==> config.mk <==
export PLATFORM = sky130hd
export DESIGN_NAME = can_frame_header_crc5_codec_flat
export DESIGN_NICKNAME = d
export VERILOG_FILES = /design/src/sv/cfhc_pkg.sv /design/src/sv/cfhc_if.sv /design/src/sv/can_frame_header_crc5_codec.sv /design/src/sv/cfhc_cfg.sv /design/src/sv/cfhc_crc_stage.sv /design/src/sv/cfhc_check.sv /design/src/flat_wrapper.sv
export SDC_FILE = /design/constraint.sdc
export NUM_CORES = 1
export LEC_CHECK = 0
export BUFFER_PORTS_ARGS = -buffer_cell sky130_fd_sc_hd__buf_2
export CAP_MARGIN = 40
export CORE_MARGIN = 4
export CORE_UTILIZATION = 51
export CTS_BUF_LIST = sky130_fd_sc_hd__clkbuf_4
export DETAILED_ROUTE_END_ITERATION = 8
export HOLD_SLACK_MARGIN = 0.02
export PLACE_DENSITY = 0.69
export SLEW_MARGIN = 20
export SYNTH_ARGS = -nofsm -noshare
export SYNTH_HDL_FRONTEND = slang
export SYNTH_SLANG_ARGS = --single-unit
==> constraint.sdc <==
create_clock -name clk -period 30.5 [get_ports clk]
set_input_delay 4.575 -clock clk [delete_from_list [all_inputs] [get_ports clk]]
set_output_delay 4.575 -clock clk [all_outputs]
set_load 0.01 [all_outputs]
==> src/sv/cfhc_pkg.sv <==
package cfhc_pkg;

  // Payload limits
  localparam int MAX_BYTES       = 8;
  localparam int BYTES_PER_STAGE = 2;
  localparam int CRC_STAGES      = (MAX_BYTES + BYTES_PER_STAGE - 1) / BYTES_PER_STAGE;
  localparam int PAYLOAD_W       = 64;
  localparam int LEN_W           = 4;

  // CRC generator
  localparam logic [7:0] CRC_POLY = 8'hA8;

  // Identifier field limits
  localparam logic [7:0] TYPE_MAX   = 8'h1F;
  localparam logic [7:0] TAG_MAX    = 8'h07;
  localparam logic [7:0] SENDER_MAX = 8'h0F;

  typedef enum logic [2:0] {
    ERR_NONE       = 3'd0,
    ERR_CRC        = 3'd1,
    ERR_NODE_RANGE = 3'd2,
    ERR_BAD_TYPE   = 3'd3,
    ERR_BAD_TAG    = 3'd4,
    ERR_BAD_SENDER = 3'd5,
    ERR_TOO_LONG   = 3'd6
  } err_code_t;

  typedef enum logic [2:0] {
    REG_OWN_NODE      = 3'd0,
    REG_MIN_NODE      = 3'd1,
    REG_MAX_NODE      = 3'd2,
    REG_BOARD_HANDLER = 3'd3,
    REG_DEVICE_BASE   = 3'd4
  } reg_index_t;

  localparam logic FUNC_DECODE = 1'b0;
  localparam logic FUNC_ENCODE = 1'b1;

  typedef struct packed {
    logic [3:0] own_node;
    logic [3:0] min_node;
    logic [3:0] max_node;
    logic [7:0] board_handler;
    logic [7:0] device_base;
  } cfg_t;

  // Request as it travels down the CRC stages
  typedef struct packed {
    logic                 func;
    logic [28:0]          frame_id;
    logic [7:0]           msg_type;
    logic [7:0]           tag;
    logic [7:0]           sender;
    logic [7:0]           stamp;
    logic [PAYLOAD_W-1:0] payload;
    logic [LEN_W-1:0]     remaining;
    logic                 too_long;
    logic [7:0]           crc;
  } pipe_t;

  // One payload byte through the CRC register, MSB first
  function automatic logic [7:0] crc_byte(input logic [7:0] crc_in, input logic [7:0] data);
    logic [7:0] r;
    r = crc_in ^ data;
    for (int k = 0; k < 8; k++) begin
      if (r[7]) begin
        r = {r[6:0], 1'b0} ^ CRC_POLY;
      end else begin
        r = {r[6:0], 1'b0};
      end
    end
    return r;
  endfunction

endpackage

==> src/sv/cfhc_if.sv <==
interface cfhc_req_if;
  logic        valid;
  logic        ready;
  logic        func;
  logic [28:0] frame_id;
  logic [7:0]  msg_type;
  logic [7:0]  tag_in;
  logic [7:0]  sender_in;
  logic [7:0]  stamp_in;
  logic [63:0] payload;
  logic [3:0]  length;

  modport source (output valid, func, frame_id, msg_type, tag_in, sender_in, stamp_in,
                  payload, length, input ready);
  modport sink (input valid, func, frame_id, msg_type, tag_in, sender_in, stamp_in,
                payload, length, output ready);
endinterface

interface cfhc_rsp_if;
  logic                  valid;
  logic                  ready;
  cfhc_pkg::err_code_t   error_code;
  logic [31:0]           frame_out;
  logic [4:0]            type_out;
  logic [3:0]            source_node;
  logic [7:0]            handler_out;
  logic [2:0]            tag_out;
  logic [7:0]            stamp_out;
  logic [4:0]            crc_out;

  modport source (output valid, error_code, frame_out, type_out, source_node, handler_out,
                  tag_out, stamp_out, crc_out, input ready);
  modport sink (input valid, error_code, frame_out, type_out, source_node, handler_out,
                tag_out, stamp_out, crc_out, output ready);
endinterface

==> src/sv/can_frame_header_crc5_codec.sv <==
// Packs and unpacks 29-bit extended CAN identifiers (type, source node, sender,
// tag, CRC-5 over the payload, timestamp). One request enters per clock while
// the response side does not stall; each request passes through registered stages:
// the CRC is folded two payload bytes per register stage, and a last stage runs
// the field checks and holds the response. Stalls on the response side back up
// through the stages without loss; empty stages still take new requests.
// Configuration writes take effect on the next clock and should be made while
// no request is in flight.
module can_frame_header_crc5_codec (
  input  logic       clk,
  input  logic       rst,
  input  logic       cfg_we,
  input  logic [2:0] cfg_index,
  input  logic [7:0] cfg_data,
  cfhc_req_if.sink   req,
  cfhc_rsp_if.source rsp
);
  import cfhc_pkg::*;

  cfg_t  cfg;
  logic  stage_valid [CRC_STAGES+1];
  logic  stage_ready [CRC_STAGES+1];
  pipe_t stage_item  [CRC_STAGES+1];
  logic  too_long;

  cfhc_cfg u_cfg (
    .clk       (clk),
    .rst       (rst),
    .cfg_we    (cfg_we),
    .cfg_index (cfg_index),
    .cfg_data  (cfg_data),
    .cfg       (cfg)
  );

  // Form the request entering the CRC chain
  assign too_long = 32'(req.length) > MAX_BYTES;

  always_comb begin
    stage_item[0].func      = req.func;
    stage_item[0].frame_id  = req.frame_id;
    stage_item[0].msg_type  = req.msg_type;
    stage_item[0].tag       = req.tag_in;
    stage_item[0].sender    = req.sender_in;
    stage_item[0].stamp     = req.stamp_in;
    stage_item[0].payload   = req.payload;
    stage_item[0].remaining = too_long ? '0 : req.length;
    stage_item[0].too_long  = too_long;
    stage_item[0].crc       = '0;
  end

  assign stage_valid[0] = req.valid;
  assign req.ready      = stage_ready[0];

  for (genvar g = 0; g < CRC_STAGES; g++) begin : g_crc
    cfhc_crc_stage u_stage (
      .clk       (clk),
      .rst       (rst),
      .in_valid  (stage_valid[g]),
      .in_ready  (stage_ready[g]),
      .in_item   (stage_item[g]),
      .out_valid (stage_valid[g+1]),
      .out_ready (stage_ready[g+1]),
      .out_item  (stage_item[g+1])
    );
  end

  cfhc_check u_check (
    .clk      (clk),
    .rst      (rst),
    .cfg      (cfg),
    .in_valid (stage_valid[CRC_STAGES]),
    .in_ready (stage_ready[CRC_STAGES]),
    .in_item  (stage_item[CRC_STAGES]),
    .rsp      (rsp)
  );

endmodule

==> src/sv/cfhc_cfg.sv <==
module cfhc_cfg (
  input  logic           clk,
  input  logic           rst,
  input  logic           cfg_we,
  input  logic [2:0]     cfg_index,
  input  logic [7:0]     cfg_data,
  output cfhc_pkg::cfg_t cfg
);
  import cfhc_pkg::*;

  cfg_t regs;

  // Decode register writes
  always_ff @(posedge clk) begin
    if (rst) begin
      regs.own_node      <= 4'd1;
      regs.min_node      <= 4'd1;
      regs.max_node      <= 4'd15;
      regs.board_handler <= 8'd0;
      regs.device_base   <= 8'd1;
    end else if (cfg_we) begin
      unique case (reg_index_t'(cfg_index))
        REG_OWN_NODE:      regs.own_node      <= cfg_data[3:0];
        REG_MIN_NODE:      regs.min_node      <= cfg_data[3:0];
        REG_MAX_NODE:      regs.max_node      <= cfg_data[3:0];
        REG_BOARD_HANDLER: regs.board_handler <= cfg_data;
        REG_DEVICE_BASE:   regs.device_base   <= cfg_data;
        default: ;
      endcase
    end
  end

  assign cfg = regs;

endmodule

==> src/sv/cfhc_crc_stage.sv <==
module cfhc_crc_stage (
  input  logic            clk,
  input  logic            rst,
  input  logic            in_valid,
  output logic            in_ready,
  input  cfhc_pkg::pipe_t in_item,
  output logic            out_valid,
  input  logic            out_ready,
  output cfhc_pkg::pipe_t out_item
);
  import cfhc_pkg::*;

  logic  valid;
  pipe_t item;
  pipe_t item_next;

  // Fold the low bytes into the CRC, then shift the rest down
  always_comb begin
    item_next = in_item;
    for (int b = 0; b < BYTES_PER_STAGE; b++) begin
      if (32'(in_item.remaining) > b) begin
        item_next.crc = crc_byte(item_next.crc, in_item.payload[8*b +: 8]);
      end
    end
    item_next.payload = in_item.payload >> (8 * BYTES_PER_STAGE);
    if (in_item.remaining > LEN_W'(BYTES_PER_STAGE)) begin
      item_next.remaining = in_item.remaining - LEN_W'(BYTES_PER_STAGE);
    end else begin
      item_next.remaining = '0;
    end
  end

  assign in_ready = !valid || out_ready;

  always_ff @(posedge clk) begin
    if (rst) begin
      valid <= 1'b0;
    end else if (in_ready) begin
      valid <= in_valid;
    end
  end

  always_ff @(posedge clk) begin
    if (in_ready && in_valid) begin
      item <= item_next;
    end
  end

  assign out_valid = valid;
  assign out_item  = item;

  // Stalled stage holds its request
  a_hold: assert property (@(posedge clk) disable iff (rst)
    valid && !out_ready |=> valid && $stable(item))
    else $error("crc stage dropped or changed a stalled request");

  a_len: assert property (@(posedge clk) disable iff (rst)
    valid && item.too_long |-> item.remaining == '0 && item.crc == 8'd0)
    else $error("oversized request reached the crc");

  a_empty: assert property (@(posedge clk) disable iff (rst)
    in_ready && in_valid && in_item.remaining == '0 |=> item.crc == $past(in_item.crc))
    else $error("crc changed with no bytes left");

endmodule

==> src/sv/cfhc_check.sv <==
module cfhc_check (
  input  logic            clk,
  input  logic            rst,
  input  cfhc_pkg::cfg_t  cfg,
  input  logic            in_valid,
  output logic            in_ready,
  input  cfhc_pkg::pipe_t in_item,
  cfhc_rsp_if.source      rsp
);
  import cfhc_pkg::*;

  logic       valid;
  err_code_t  error_code, error_code_next;
  logic [31:0] frame_out, frame_out_next;
  logic [4:0] type_out, type_out_next;
  logic [3:0] source_node, source_node_next;
  logic [7:0] handler_out, handler_out_next;
  logic [2:0] tag_out, tag_out_next;
  logic [7:0] stamp_out, stamp_out_next;
  logic [4:0] crc_out, crc_out_next;

  logic [4:0] crc5;
  logic [4:0] rx_type;
  logic [3:0] rx_node;
  logic [3:0] rx_sender;
  logic [4:0] rx_crc;

  assign crc5      = in_item.crc[7:3];
  assign rx_type   = in_item.frame_id[28:24];
  assign rx_node   = in_item.frame_id[23:20];
  assign rx_sender = in_item.frame_id[19:16];
  assign rx_crc    = in_item.frame_id[12:8];

  // Check fields and build the response
  always_comb begin
    error_code_next  = ERR_NONE;
    frame_out_next   = '0;
    type_out_next    = '0;
    source_node_next = '0;
    handler_out_next = '0;
    tag_out_next     = '0;
    stamp_out_next   = '0;
    crc_out_next     = crc5;
    if (in_item.func == FUNC_DECODE) begin
      if (in_item.too_long) begin
        error_code_next = ERR_TOO_LONG;
      end else if (rx_crc != crc5) begin
        error_code_next = ERR_CRC;
      end else if (rx_node < cfg.min_node || rx_node > cfg.max_node) begin
        error_code_next = ERR_NODE_RANGE;
      end else if (rx_type == 5'd0) begin
        error_code_next = ERR_BAD_TYPE;
      end
      type_out_next    = rx_type;
      source_node_next = rx_node;
      if (rx_sender == 4'd0) begin
        handler_out_next = cfg.board_handler;
      end else begin
        handler_out_next = cfg.device_base + {4'd0, rx_sender} - 8'd1;
      end
      tag_out_next   = in_item.frame_id[15:13];
      stamp_out_next = in_item.frame_id[7:0];
    end else begin
      if (in_item.msg_type == 8'd0 || in_item.msg_type > TYPE_MAX) begin
        error_code_next = ERR_BAD_TYPE;
      end else if (in_item.tag > TAG_MAX) begin
        error_code_next = ERR_BAD_TAG;
      end else if (in_item.sender > SENDER_MAX) begin
        error_code_next = ERR_BAD_SENDER;
      end else if (in_item.too_long) begin
        error_code_next = ERR_TOO_LONG;
      end
      if (error_code_next == ERR_NONE) begin
        frame_out_next = {1'b1, 2'b00, in_item.msg_type[4:0], cfg.own_node,
                          in_item.sender[3:0], in_item.tag[2:0], crc5, in_item.stamp};
      end
    end
  end

  assign in_ready = !valid || rsp.ready;

  always_ff @(posedge clk) begin
    if (rst) begin
      valid <= 1'b0;
    end else if (in_ready) begin
      valid <= in_valid;
    end
  end

  always_ff @(posedge clk) begin
    if (in_ready && in_valid) begin
      error_code  <= error_code_next;
      frame_out   <= frame_out_next;
      type_out    <= type_out_next;
      source_node <= source_node_next;
      handler_out <= handler_out_next;
      tag_out     <= tag_out_next;
      stamp_out   <= stamp_out_next;
      crc_out     <= crc_out_next;
    end
  end

  assign rsp.valid       = valid;
  assign rsp.error_code  = error_code;
  assign rsp.frame_out   = frame_out;
  assign rsp.type_out    = type_out;
  assign rsp.source_node = source_node;
  assign rsp.handler_out = handler_out;
  assign rsp.tag_out     = tag_out;
  assign rsp.stamp_out   = stamp_out;
  assign rsp.crc_out     = crc_out;

  // A built identifier only comes with a clean encode
  a_frame_ok: assert property (@(posedge clk) disable iff (rst)
    valid && frame_out != '0 |-> frame_out[31] && error_code == ERR_NONE)
    else $error("identifier built for a failed request");

  a_long_crc: assert property (@(posedge clk) disable iff (rst)
    valid && error_code == ERR_TOO_LONG |-> crc_out == 5'd0)
    else $error("crc reported for an oversized payload");

  a_enc_zero: assert property (@(posedge clk) disable iff (rst)
    valid && frame_out[31] |-> type_out == 5'd0 && source_node == 4'd0 &&
                               handler_out == 8'd0 && stamp_out == 8'd0)
    else $error("decode fields set in an encode response");

endmodule
==> src/flat_wrapper.sv <==
// flat-port wrapper written by rule: the top's interface ports become plain ports
module can_frame_header_crc5_codec_flat import cfhc_pkg::*;
  (clk, rst, cfg_we, cfg_index, cfg_data, req_valid, req_func, req_frame_id, req_msg_type, req_tag_in, req_sender_in, req_stamp_in, req_payload, req_length, req_ready, rsp_valid, rsp_error_code, rsp_frame_out, rsp_type_out, rsp_source_node, rsp_handler_out, rsp_tag_out, rsp_stamp_out, rsp_crc_out, rsp_ready);
  cfhc_req_if req_i ();
  cfhc_rsp_if rsp_i ();
  input  logic clk;
  input  logic rst;
  input  logic cfg_we;
  input  logic [2:0] cfg_index;
  input  logic [7:0] cfg_data;
  input wire logic [$bits(req_i.valid)-1:0] req_valid;
  input wire logic [$bits(req_i.func)-1:0] req_func;
  input wire logic [$bits(req_i.frame_id)-1:0] req_frame_id;
  input wire logic [$bits(req_i.msg_type)-1:0] req_msg_type;
  input wire logic [$bits(req_i.tag_in)-1:0] req_tag_in;
  input wire logic [$bits(req_i.sender_in)-1:0] req_sender_in;
  input wire logic [$bits(req_i.stamp_in)-1:0] req_stamp_in;
  input wire logic [$bits(req_i.payload)-1:0] req_payload;
  input wire logic [$bits(req_i.length)-1:0] req_length;
  output wire logic [$bits(req_i.ready)-1:0] req_ready;
  output wire logic [$bits(rsp_i.valid)-1:0] rsp_valid;
  output wire logic [$bits(rsp_i.error_code)-1:0] rsp_error_code;
  output wire logic [$bits(rsp_i.frame_out)-1:0] rsp_frame_out;
  output wire logic [$bits(rsp_i.type_out)-1:0] rsp_type_out;
  output wire logic [$bits(rsp_i.source_node)-1:0] rsp_source_node;
  output wire logic [$bits(rsp_i.handler_out)-1:0] rsp_handler_out;
  output wire logic [$bits(rsp_i.tag_out)-1:0] rsp_tag_out;
  output wire logic [$bits(rsp_i.stamp_out)-1:0] rsp_stamp_out;
  output wire logic [$bits(rsp_i.crc_out)-1:0] rsp_crc_out;
  input wire logic [$bits(rsp_i.ready)-1:0] rsp_ready;
  assign req_i.valid = req_valid;
  assign req_i.func = req_func;
  assign req_i.frame_id = req_frame_id;
  assign req_i.msg_type = req_msg_type;
  assign req_i.tag_in = req_tag_in;
  assign req_i.sender_in = req_sender_in;
  assign req_i.stamp_in = req_stamp_in;
  assign req_i.payload = req_payload;
  assign req_i.length = req_length;
  assign req_ready = req_i.ready;
  assign rsp_valid = rsp_i.valid;
  assign rsp_error_code = rsp_i.error_code;
  assign rsp_frame_out = rsp_i.frame_out;
  assign rsp_type_out = rsp_i.type_out;
  assign rsp_source_node = rsp_i.source_node;
  assign rsp_handler_out = rsp_i.handler_out;
  assign rsp_tag_out = rsp_i.tag_out;
  assign rsp_stamp_out = rsp_i.stamp_out;
  assign rsp_crc_out = rsp_i.crc_out;
  assign rsp_i.ready = rsp_ready;
  can_frame_header_crc5_codec u_core (.clk(clk), .rst(rst), .cfg_we(cfg_we), .cfg_index(cfg_index), .cfg_data(cfg_data), .req(req_i), .rsp(rsp_i));
endmodule
==> results of run 1 <==
[worst min path at each step]
stage          cells after the start  slack (ns)                                         endpoint
2_1_floorplan                      0        0.40  u_core.g_crc[1].u_stage.out_item[100]$_DFFE_PP_
3_3_place_gp                       0        0.40  u_core.g_crc[2].u_stage.out_item[101]$_DFFE_PP_
3_5_place_dp                       0        0.40  u_core.g_crc[1].u_stage.out_item[101]$_DFFE_PP_
4_1_cts                            0        0.40  u_core.g_crc[2].u_stage.out_item[118]$_DFFE_PP_
5_1_grt                            0        0.36  u_core.g_crc[2].u_stage.out_item[118]$_DFFE_PP_
6_report                           0        0.40  u_core.g_crc[1].u_stage.out_item[106]$_DFFE_PP_
[synth_stat cells, types with 5 or more instances]
library cell | number | area, um2
nand2_1 | 65 | 244
mux2i_1 | 24 | 240
clkbuf_1 | 16 | 60.1
edfxtp_1 | 446 | 13400
o21ai_0 | 9 | 45.0
a21oi_1 | 37 | 185
xnor2_1 | 95 | 832
nor2_1 | 48 | 180
nand3_1 | 10 | 50.1
nor3_1 | 10 | 50.1
a211oi_1 | 5 | 37.5
xnor3_1 | 26 | 586
nor2b_1 | 31 | 194
ha_1 | 20 | 250
xor2_1 | 28 | 245
dfxtp_1 | 33 | 661
and2_1 | 31 | 194
inv_1 | 39 | 146
a211o_1 | 9 | 78.8
[where the power goes]
group / switching (mW) / internal, mW
clock network: 0.239 / 0.277
logic: 0.236 / 0.293
registers: 0.0214 / 0.779
[per-layer routing]
metal,share of wire (%),vias up
met5,0.023,-
met4,1.8,2
met3,6.1,41
met2,52,244
met1,40,4449
li1,-,4648
[layout make-up]
class	count	area, um2	share of cell area (%)
diodes	2	5.00	0.0230
clock buffers	166	1250	5.73
clock inverters	49	278	1.28
inverters	39	146	0.673
multi-input cells	522	4200	19.3
flip-flops and latches	479	14100	64.6
well taps	461	577	2.65
repair buffers	228	1240	5.72
[metrics by stage]
step           setup slack (ns)  util [%]
3_3_place_gp              20.06      56.5
4_1_cts                   20.02      61.1
3_5_place_dp              20.01      56.8
5_1_grt                   19.95      61.1
6_report                  20.01      61.2
2_1_floorplan             17.28         -
[critical path: stages]
cell     delay (ns)
buf_2          0.10
nor2b_1        0.44
and3_1         0.49
nand3_1        0.16
buf_2          0.16
[cells by family (layout without fill, tap and decap cells)]
kind of cell / after synthesis / after routing
DFF: 479 / 479
and+or+nand+nor: 222 / 222
xor gates and xnor gates: 158 / 158
AOI/OAI and AO/OA: 91 / 91
buffers and inverters: 59 / 482
muxes: 28 / 28
adders and majority gates: 21 / 21
other: 1 / 4
[sequential cells by signal, summed over array words and instances (netlist names), 5 cells and up]
signal and cells:
u_core.g_crc.u_stage.out_item 380, u_core.u_cfg.cfg 28, u_core.u_check.rsp.crc_out 5, u_core.u_check.rsp.frame_out 30, u_core.u_check.rsp.handler_out 8, u_core.u_check.rsp.stamp_out 8, u_core.u_check.rsp.type_out 5
==> results.sh, run 1 <==
export IMPL_grt_usage_pct=15.6
export IMPL_drc=0
export IMPL_ys_ff_latch=479
export IMPL_grt_max_degree=67
export IMPL_cts_buffer_depth=3
export IMPL_hp_start="u_core.g_crc[0].u_stage.out_item[106]$_DFFE_PP_"
export IMPL_fin_worst_skew_ns=0.0449
export IMPL_vdd_drop_max_mv=0.0572
export IMPL_synth_mux_area_share_pct=1.55
export IMPL_ys_flop_type="edfxtp_1"
export IMPL_finalPower_mw=1.85
export IMPL_fin_hold_ws_ns=0.396
export IMPL_static_leakage_power_nw=8.03
export IMPL_netlist_area_um2=18400
export IMPL_cts_hold_buf=0
export IMPL_start_util_pct=51.8
export IMPL_overflow=0
export IMPL_max_freq_mhz=95.3
export IMPL_tightest_slew_ns=0.831
export IMPL_maxSlewHeadroom_pct=44.1
export IMPL_slew_violations=0
export IMPL_maxCapViolCount=0
export IMPL_die_x_um=198
export IMPL_r2r_cells=8
export IMPL_synth_compound_area_share_pct=3.21
export IMPL_dr_pass1_iters=4
export IMPL_synthArstFlopShare_pct=0
export IMPL_dp_cells=1728
export IMPL_met1_usage_pct=18.1
export IMPL_grt_util_met3_pct=4.63
export IMPL_busiest_layer="met2"
export IMPL_status="completed"
export IMPL_final_min_clock_period_ns=10.49
export IMPL_synth_cells=1059
export IMPL_postPlaceCellArea_um2=20200
export IMPL_period_share_pct=34.4
export IMPL_r2r_slack_ns=27.27
export IMPL_wirelength_um=30700
export IMPL_via_count=9384
export IMPL_drive_gt1_share_pct=29.0
export IMPL_use_met2_pct=27.3
export IMPL_antenna_found_initial=2
export IMPL_routed_via_density=4.82
export IMPL_synthAdderAreaFrac_pct=1.47
export IMPL_yosysUniqueCellTypes=62
export IMPL_drt_iter0_drc=317
export IMPL_crit_path_end_kind="output port"
export IMPL_layout_commonest_cell="edfxtp_1"
export IMPL_clock_sinks=479
export IMPL_synth_top_family_by_area="XOR/XNOR gates"
export IMPL_critPathRequiredTime_ns=25.93
export IMPL_yosysWarnings=0
export IMPL_p_per_area_nw_per_um2=84.9
export IMPL_grt_pass1_wl_um=47800
export IMPL_cts_tree="done"
export IMPL_synthSimpleGateAreaFrac_pct=6.04
export IMPL_core_rowCount=69
export IMPL_mostFrequentLayoutCells="edfxtp_1 (446), buf_2 (214), clkbuf_4 (166)"
export IMPL_fillers=2745
export IMPL_clk_root_buffer_cell="clkbuf_4"
export IMPL_synth_xor_area_share_pct=10.2
export IMPL_clk_latency_ns=0.79
export IMPL_synthToLayoutAreaGrowth_pct=18.0
export IMPL_synth_edf_count=446
export IMPL_port_buffers=213
export IMPL_ios=216
export IMPL_synth_avg_cell_area_um2=17.4
export IMPL_hpwl_um=20600
export IMPL_final_nets=1555
export IMPL_fin_cells=1946
export IMPL_startpoint="rsp_ready"
export IMPL_hold_viol_final=0
export IMPL_fin_tns_setup_ns=0
export IMPL_postCtsSetupRepairBufs=0
export IMPL_die_h_um=198
export IMPL_rr_startpoint="u_core.g_crc[2].u_stage.out_item[4]$_DFFE_PP_"
export IMPL_drtAntennaViolNets=0
export IMPL_rsz0062_at_grt="no"
export IMPL_critPathKind="input port to output port"
export IMPL_grt_pass1_vias=9776
export IMPL_yosysSeqAreaShare_pct=76.3
export IMPL_critPathMaxFanout=6
export IMPL_core_area_um2=35600
export IMPL_regToRegEndpoint="u_core.g_crc[3].u_stage.out_item[4]$_DFFE_PP_"
export IMPL_ctsResizeCount=0
export IMPL_hold_path_class="flip-flop to flip-flop"
export IMPL_setup_viol_count_final=0
export IMPL_die_area_um2=39200
export IMPL_gp_congestion=0.825
export IMPL_h_tree_depth=3
export IMPL_clk_pin_slew_ns=0.06
export IMPL_crit_end="req_ready"
export IMPL_wl_per_cell_um=15.8
export IMPL_cts_buffers=118
export IMPL_cp_arrival_ns=5.91
export IMPL_final_area_um2=21800
export IMPL_critPathLaunchType="input port"
Note: power is estimated with default switching activity, not from simulation.
==> inputs of run 2 (changes only) <==
ABC_AREA = 1   (was unset)
clock period = 10.98 ns   (was 30.5 ns; I/O delays follow)
==> run 2 against run 1 <==
  * Synthesized cell count is 54% higher
  * Critical path depth increased by 7
  * Total power grew to 3.0 times the previous value
  * Die area rose by 6.4%
  * Non-clock buffer count unchanged
  * Critical path type unchanged
==> results.sh, run 2 <==
export IMPL_status="completed"
export IMPL_synthArstFlopShare_pct=0
export IMPL_overflow=0
export IMPL_cts_buffers=114
export IMPL_dr_pass1_iters=5
export IMPL_critPathRequiredTime_ns=9.33
export IMPL_setup_viol_count_final=0
export IMPL_h_tree_depth=3
export IMPL_yosysTopAreaCell="edfxtp_1"
export IMPL_gp_congestion=0.873
export IMPL_clock_sinks=479
export IMPL_port_buffers=213
export IMPL_pwr_share_clk_pct=26.7
export IMPL_core_area_um2=37800
export IMPL_clk_root_buffer_cell="clkbuf_4"
export IMPL_fillers=3023
export IMPL_p_seq_share_pct=39.8
export IMPL_switching_share_pct=34.8
export IMPL_layout_commonest_cell="edfxtp_1"
export IMPL_final_nets=2125
export IMPL_netlist_top_cells_count="edfxtp_1 (446), nand2_1 (384), inv_1 (231)"
export IMPL_p_per_area_nw_per_um2=240
export IMPL_maxSlewHeadroom_pct=46.3
export IMPL_start_util_pct=52.0
export IMPL_wirelength_um=36100
export IMPL_drtAntennaViolNets=0
export IMPL_slew_violations=0
export IMPL_mostFrequentLayoutCells="edfxtp_1 (446), nand2_1 (384), inv_1 (229)"
export IMPL_hold_viol_final=0
export IMPL_static_leakage_power_nw=9.89
export IMPL_die_area_um2=41800
export IMPL_synth_avg_cell_area_um2=12.1
export IMPL_grt_max_degree=67
export IMPL_fin_hold_ws_ns=0.382
export IMPL_grt_usage_pct=17.3
export IMPL_max_freq_mhz=212
export IMPL_yosysUniqueCellTypes=42
export IMPL_routed_via_density=4.81
export IMPL_synthToLayoutAreaGrowth_pct=17.5
export IMPL_fin_tns_setup_ns=0
export IMPL_synth_cells=1628
export IMPL_yosysWarnings=0
export IMPL_fin_worst_skew_ns=0.0480
export IMPL_synth_edf_count=446
export IMPL_hold_path_class="flip-flop to flip-flop"
export IMPL_cts_tree="done"
export IMPL_ios=216
export IMPL_synth_area_leaders="edfxtp_1 (68%), nand2_1 (7.3%), nand3_1 (4.6%)"
export IMPL_antenna_found_initial=2
export IMPL_multi_input_area_um2=4680
export IMPL_maxCapViolCount=0
export IMPL_yosys_cell_count_top_type="edfxtp_1"
export IMPL_grt_pass1_wl_um=57600
export IMPL_clk_latency_ns=0.78
export IMPL_finalPower_mw=5.54
export IMPL_die_x_um=204
export IMPL_drt_iter0_drc=618
export IMPL_ys_flop_type="edfxtp_1"
export IMPL_core_rowCount=71
export IMPL_vdd_drop_max_mv=0.152
export IMPL_die_h_um=204
export IMPL_final_min_clock_period_ns=4.73
export IMPL_yosysSeqAreaShare_pct=71.5
export IMPL_grt_pass1_vias=12142
export IMPL_period_share_pct=43.0
export IMPL_drive_gt1_share_pct=22.8
export IMPL_clk_pin_slew_ns=0.07
export IMPL_critPathLaunchType="input port"
export IMPL_netSwitchingPower_mw=1.93
export IMPL_hpwl_um=25900
export IMPL_postCtsSetupRepairBufs=0
export IMPL_crit_path_end_kind="output port"
export IMPL_ys_ff_latch=479
export IMPL_cp_arrival_ns=3.08
export IMPL_largest_reg_flops=380
export IMPL_critPathKind="input port to output port"
export IMPL_critPathMaxFanout=3
export IMPL_ff_latch_area_um2=14100
export IMPL_tightest_slew_ns=0.805
export IMPL_rsz0062_at_grt="no"
export IMPL_drc=0
export IMPL_power_internal_mw=3.61
export IMPL_netlist_area_um2=19700
export IMPL_pwr_share_comb_pct=33.5
export IMPL_cts_hold_buf=0
export IMPL_ctsResizeCount=0
export IMPL_cts_buffer_depth=3
export IMPL_synth_top_area_share_pct=68.1
export IMPL_wl_per_cell_um=14.1
export IMPL_via_count=12337
## run 2: changes by cell type in the layout (fill, tap and decap cells not counted), sizes merged, moves of 12 or more
| cell | delta |
|---|---|
| mux2i | -24 |
| nand2 | +338 |
| clkinv | -12 |
| nor2b | -31 |
| nor2 | +44 |
| and2 | -30 |
| nand3 | +175 |
| xnor2 | -84 |
| xor2 | +13 |
| inv | +195 |
| o21ai | +44 |
| xnor3 | -24 |
## run 2: path summary, 6_finish.rpt
path / start / endpoint / slack [ns] / cells after the start
max: rsp_ready / req_ready / 6.25 / 12
min: u_core.g_crc[1].u_stage.out_item[127]$_DFFE_PP_ / u_core.g_crc[2].u_stage.out_item[127]$_DFFE_PP_ / 0.38 / 0
max reg2reg: u_core.g_crc[1].u_stage.out_item[7]$_DFFE_PP_ / u_core.g_crc[2].u_stage.out_item[7]$_DFFE_PP_ / 7.67 / 24
min reg2reg: u_core.g_crc[1].u_stage.out_item[127]$_DFFE_PP_ / u_core.g_crc[2].u_stage.out_item[127]$_DFFE_PP_ / 0.38 / 0
## run 2: critical path, stage by stage
cell,delay [ns]
buf_2,0.09
nor2_1,0.21
inv_1,0.09
nor2_1,0.09
inv_1,0.07
nor2_1,0.08
inv_1,0.07
nor2_1,0.20
inv_1,0.08
nor2_1,0.22
inv_1,0.09
buf_2,0.15
## run 2: power by group through the flow
stage	clock network [mW]	logic, mW	registers [mW]
6_report	1.48	1.86	2.20
5_1_grt	1.65	2.17	2.21
4_1_cts	1.54	1.85	2.20
3_5_place_dp	0	1.84	2.24
3_3_place_gp	0	1.78	2.24
2_1_floorplan	0	1.49	2.23
## run 2: cells by family after synthesis
kind of cell               Yosys count  synth area share (%)
other                                1                0.0191
DFF                                479                  71.5
AOI/OAI and AO/OA                  105                  2.88
xor gates and xnor gates            59                  3.49
and+or+nand+nor                    712                  15.9
adders and majority gates           21                  1.37
buffers and inverters              251                  4.83
## run 2: area by class of cell
cell class	instances	share of cell area (%)
repair buffers	228	5.44
well taps	511	2.77
diodes	1	0.0108
flip-flops and latches	479	60.8
multi-input cells	899	20.3
clock buffers	175	5.69
inverters	236	3.85
clock inverters	37	1.14
## run 2: stage by stage
step,utilization (%),cell area (um2),instances,setup WS (ns)
6_report,61.0,23100,2566,6.25
5_1_grt,61.0,23100,2566,6.08
4_1_cts,61.0,23100,2564,6.24
3_5_place_dp,56.8,21500,2352,6.24
3_3_place_gp,56.5,21400,2346,6.25
2_1_floorplan,-,19700,1629,3.25
## run 2: metal layers
metal / track usage, % / routed length [um] / vias up
met5: 0 / 20 / -
met1: 21.8 / 15500 / 5678
met2: 29.0 / 17500 / 340
met3: 4.27 / 2310 / 53
li1: - / - / 6264
met4: 6.41 / 668 / 2
==> inputs of run 3 (changes only) <==
PLACE_DENSITY = 0.72   (was 0.69)
clock period = 3.96 ns   (was 10.98 ns; I/O delays follow)
==> run 3 against run 2 <==
  * Clock skew down 0.011 ns
  * Non-clock buffer count up 108
  * Count of clock-buffer cells in the layout fell by 3
  * First-iteration DRC count up 18%
  * Largest cell class unchanged
  * Highest routed layer is now met4
==> results.sh, run 3 (synthesis gave the netlist of run 2 again) <==
export IMPL_grt_max_degree=121
export IMPL_critPathRequiredTime_ns=4.61
export IMPL_wl_met2_um=19600
export IMPL_die_area_um2=41800
export IMPL_max_freq_mhz=298
export IMPL_core_rowCount=71
export IMPL_core_area_um2=37800
export IMPL_final_min_clock_period_ns=3.36
export IMPL_mostFrequentLayoutCells="edfxtp_1 (446), nand2_1 (384), inv_1 (229)"
export IMPL_drive_gt1_share_pct=21.2
export IMPL_critPathKind="flip-flop to flip-flop"
export IMPL_rsz0062_at_grt="no"
export IMPL_fin_tns_setup_ns=0
export IMPL_final_area_um2=24200
export IMPL_routed_via_density=4.79
export IMPL_overflow=0
export IMPL_fin_worst_skew_ns=0.0370
export IMPL_critical_path_top_delay_family="simple AND/OR/NAND/NOR gates"
export IMPL_m1WireLength_um=16100
export IMPL_clk_root_buffer_cell="clkbuf_4"
export IMPL_r2r_slack_ns=0.60
export IMPL_fillers=2926
export IMPL_cts_tree="done"
export IMPL_crit_slowest_cell="edfxtp_1"
export IMPL_setup_viol_count_final=0
export IMPL_final_nets=2238
export IMPL_pre_cts_ws_ns=0.631
export IMPL_clk_latency_ns=0.78
export IMPL_tightest_slew_ns=0.778
export IMPL_via_count=12873
export IMPL_p_per_area_nw_per_um2=640
export IMPL_routed_wl_met3_um=2430
export IMPL_grt_pass1_vias=13004
export IMPL_hold_viol_final=0
export IMPL_crit_path_max_incr_delay_ns=0.43
export IMPL_cts_buffer_depth=3
export IMPL_highest_layer="met4"
export IMPL_maxCapViolCount=0
export IMPL_clk_pin_slew_ns=0.06
export IMPL_synthToLayoutAreaGrowth_pct=22.9
export IMPL_drtAntennaViolNets=0
export IMPL_wl_per_cell_um=14.5
export IMPL_slew_violations=0
export IMPL_port_buffers=213
export IMPL_cp_arrival_ns=4.01
export IMPL_dr_pass1_iters=6
export IMPL_vdd_drop_max_mv=0.383
export IMPL_maxSlewHeadroom_pct=48.1
export IMPL_cts_buffers=119
export IMPL_grt_usage_pct=18.9
export IMPL_drt_iter0_drc=729
export IMPL_crit_path_end_kind="flip-flop"
export IMPL_critPathBufInv=1
export IMPL_finalPower_mw=15.5
export IMPL_die_h_um=204
export IMPL_die_x_um=204
export IMPL_clock_sinks=479
export IMPL_ctsResizeCount=0
export IMPL_layout_commonest_cell="edfxtp_1"
export IMPL_largest_reg_flops=380
export IMPL_status="completed"
export IMPL_antenna_found_initial=4
export IMPL_ios=216
export IMPL_postPlaceCellArea_um2=21500
export IMPL_fin_hold_ws_ns=0.127
export IMPL_hpwl_um=25900
export IMPL_start_util_pct=52.0
export IMPL_gp_congestion=0.866
export IMPL_drc=0
export IMPL_wirelength_um=39000
export IMPL_period_share_pct=84.8
export IMPL_critPathLaunchType="flip-flop"
export IMPL_h_tree_depth=3
export IMPL_worst_slack_ns=0.600
export IMPL_static_leakage_power_nw=10.3
export IMPL_hold_path_class="input port to flip-flop"
export IMPL_path_common_cell="nand2_1"
export IMPL_grt_pass1_wl_um=63000
export IMPL_critPathMaxFanout=5
==> run 3: changes by cell type in the layout (fill, tap and decap cells not counted), moves of 2 or more <==
cell and change:
clkbuf_4 -3, clkinv_2 +3, dlygate4sd3_1 +111, bufinv_16 -2, diode_2 +3, buf_4 -3
buf_12 +2, clkinv_1 +13
==> run 3: where the power goes <==
part | switching [mW] | total, mW | internal, mW
Sequential | 0.155 | 6.12 | 5.96
Clock | 1.89 | 4.02 | 2.13
Combinational | 3.47 | 5.32 | 1.85
Total | 5.52 | 15.5 | 9.94
==> run 3: worst reg2reg max path, stage by stage (launching register included) <==
cell and delay [ns]:
edfxtp_1 0.43, inv_1 0.10, nand2_1 0.05, nand2_1 0.16, nand2_1 0.10, nand2_1 0.17, nand2_1 0.10, nand2_1 0.07
nand2_1 0.06, nand2_1 0.13, nand2_1 0.06, nand2_1 0.06, nand2_1 0.08, nand2_1 0.13, nand2_1 0.07, nand2_1 0.16
nand3_1 0.13, nand2_1 0.18, nand3_1 0.09, nand2_1 0.10, nand2_1 0.09, nand3b_1 0.10, nand2_1 0.14, o21ai_0 0.33
nand2_1 0.10, nand2_1 0.06
==> run 3: final cells by class <==
cell class	count	area [um2]	share of cell area (%)
flip-flops and latches	479	14100	58.2
clock inverters	49	254	1.05
well taps	511	639	2.65
multi-input cells	899	4680	19.4
clock buffers	172	1290	5.34
repair buffers	336	2340	9.69
diodes	4	10.0	0.0414
inverters	236	888	3.68
==> run 3: path summary, 6_finish.rpt <==
kind	startpoint	endpoint	cells after the start
worst min register to register	u_core.g_crc[2].u_stage.out_item[8]$_DFFE_PP_	u_core.g_crc[3].u_stage.out_item[8]$_DFFE_PP_	0
worst max-delay path	u_core.g_crc[2].u_stage.out_item[20]$_DFFE_PP_	u_core.g_crc[3].u_stage.out_item[3]$_DFFE_PP_	25
worst max register to register	u_core.g_crc[2].u_stage.out_item[20]$_DFFE_PP_	u_core.g_crc[3].u_stage.out_item[3]$_DFFE_PP_	25
worst min-delay path	cfg_data[2]	u_core.u_cfg.cfg[18]$_SDFFE_PP1P_	3
==> run 3: layer usage <==
layer / vias up / track usage, %
met5: - / 0
met3: 63 / 4.11
li1: 6488 / -
met2: 382 / 32.4
met1: 5940 / 23.4
met4: 0 / 7.51
==> run 3: timing repair <==
item | in CTS | in global routing
hold buffers | 111 | 0
endpoints found under the hold margin | 113 | 0
buffers inserted | 0 | 0
==> run 3: through the flow <==
| step | utilization [%] | instances |
|---|---|---|
| after floorplan | - | 1629 |
| after global placement | 56.6 | 2346 |
| after detailed placement | 56.7 | 2349 |
| after CTS | 63.8 | 2681 |
| after global routing | 63.8 | 2686 |
| final | 63.8 | 2686 |
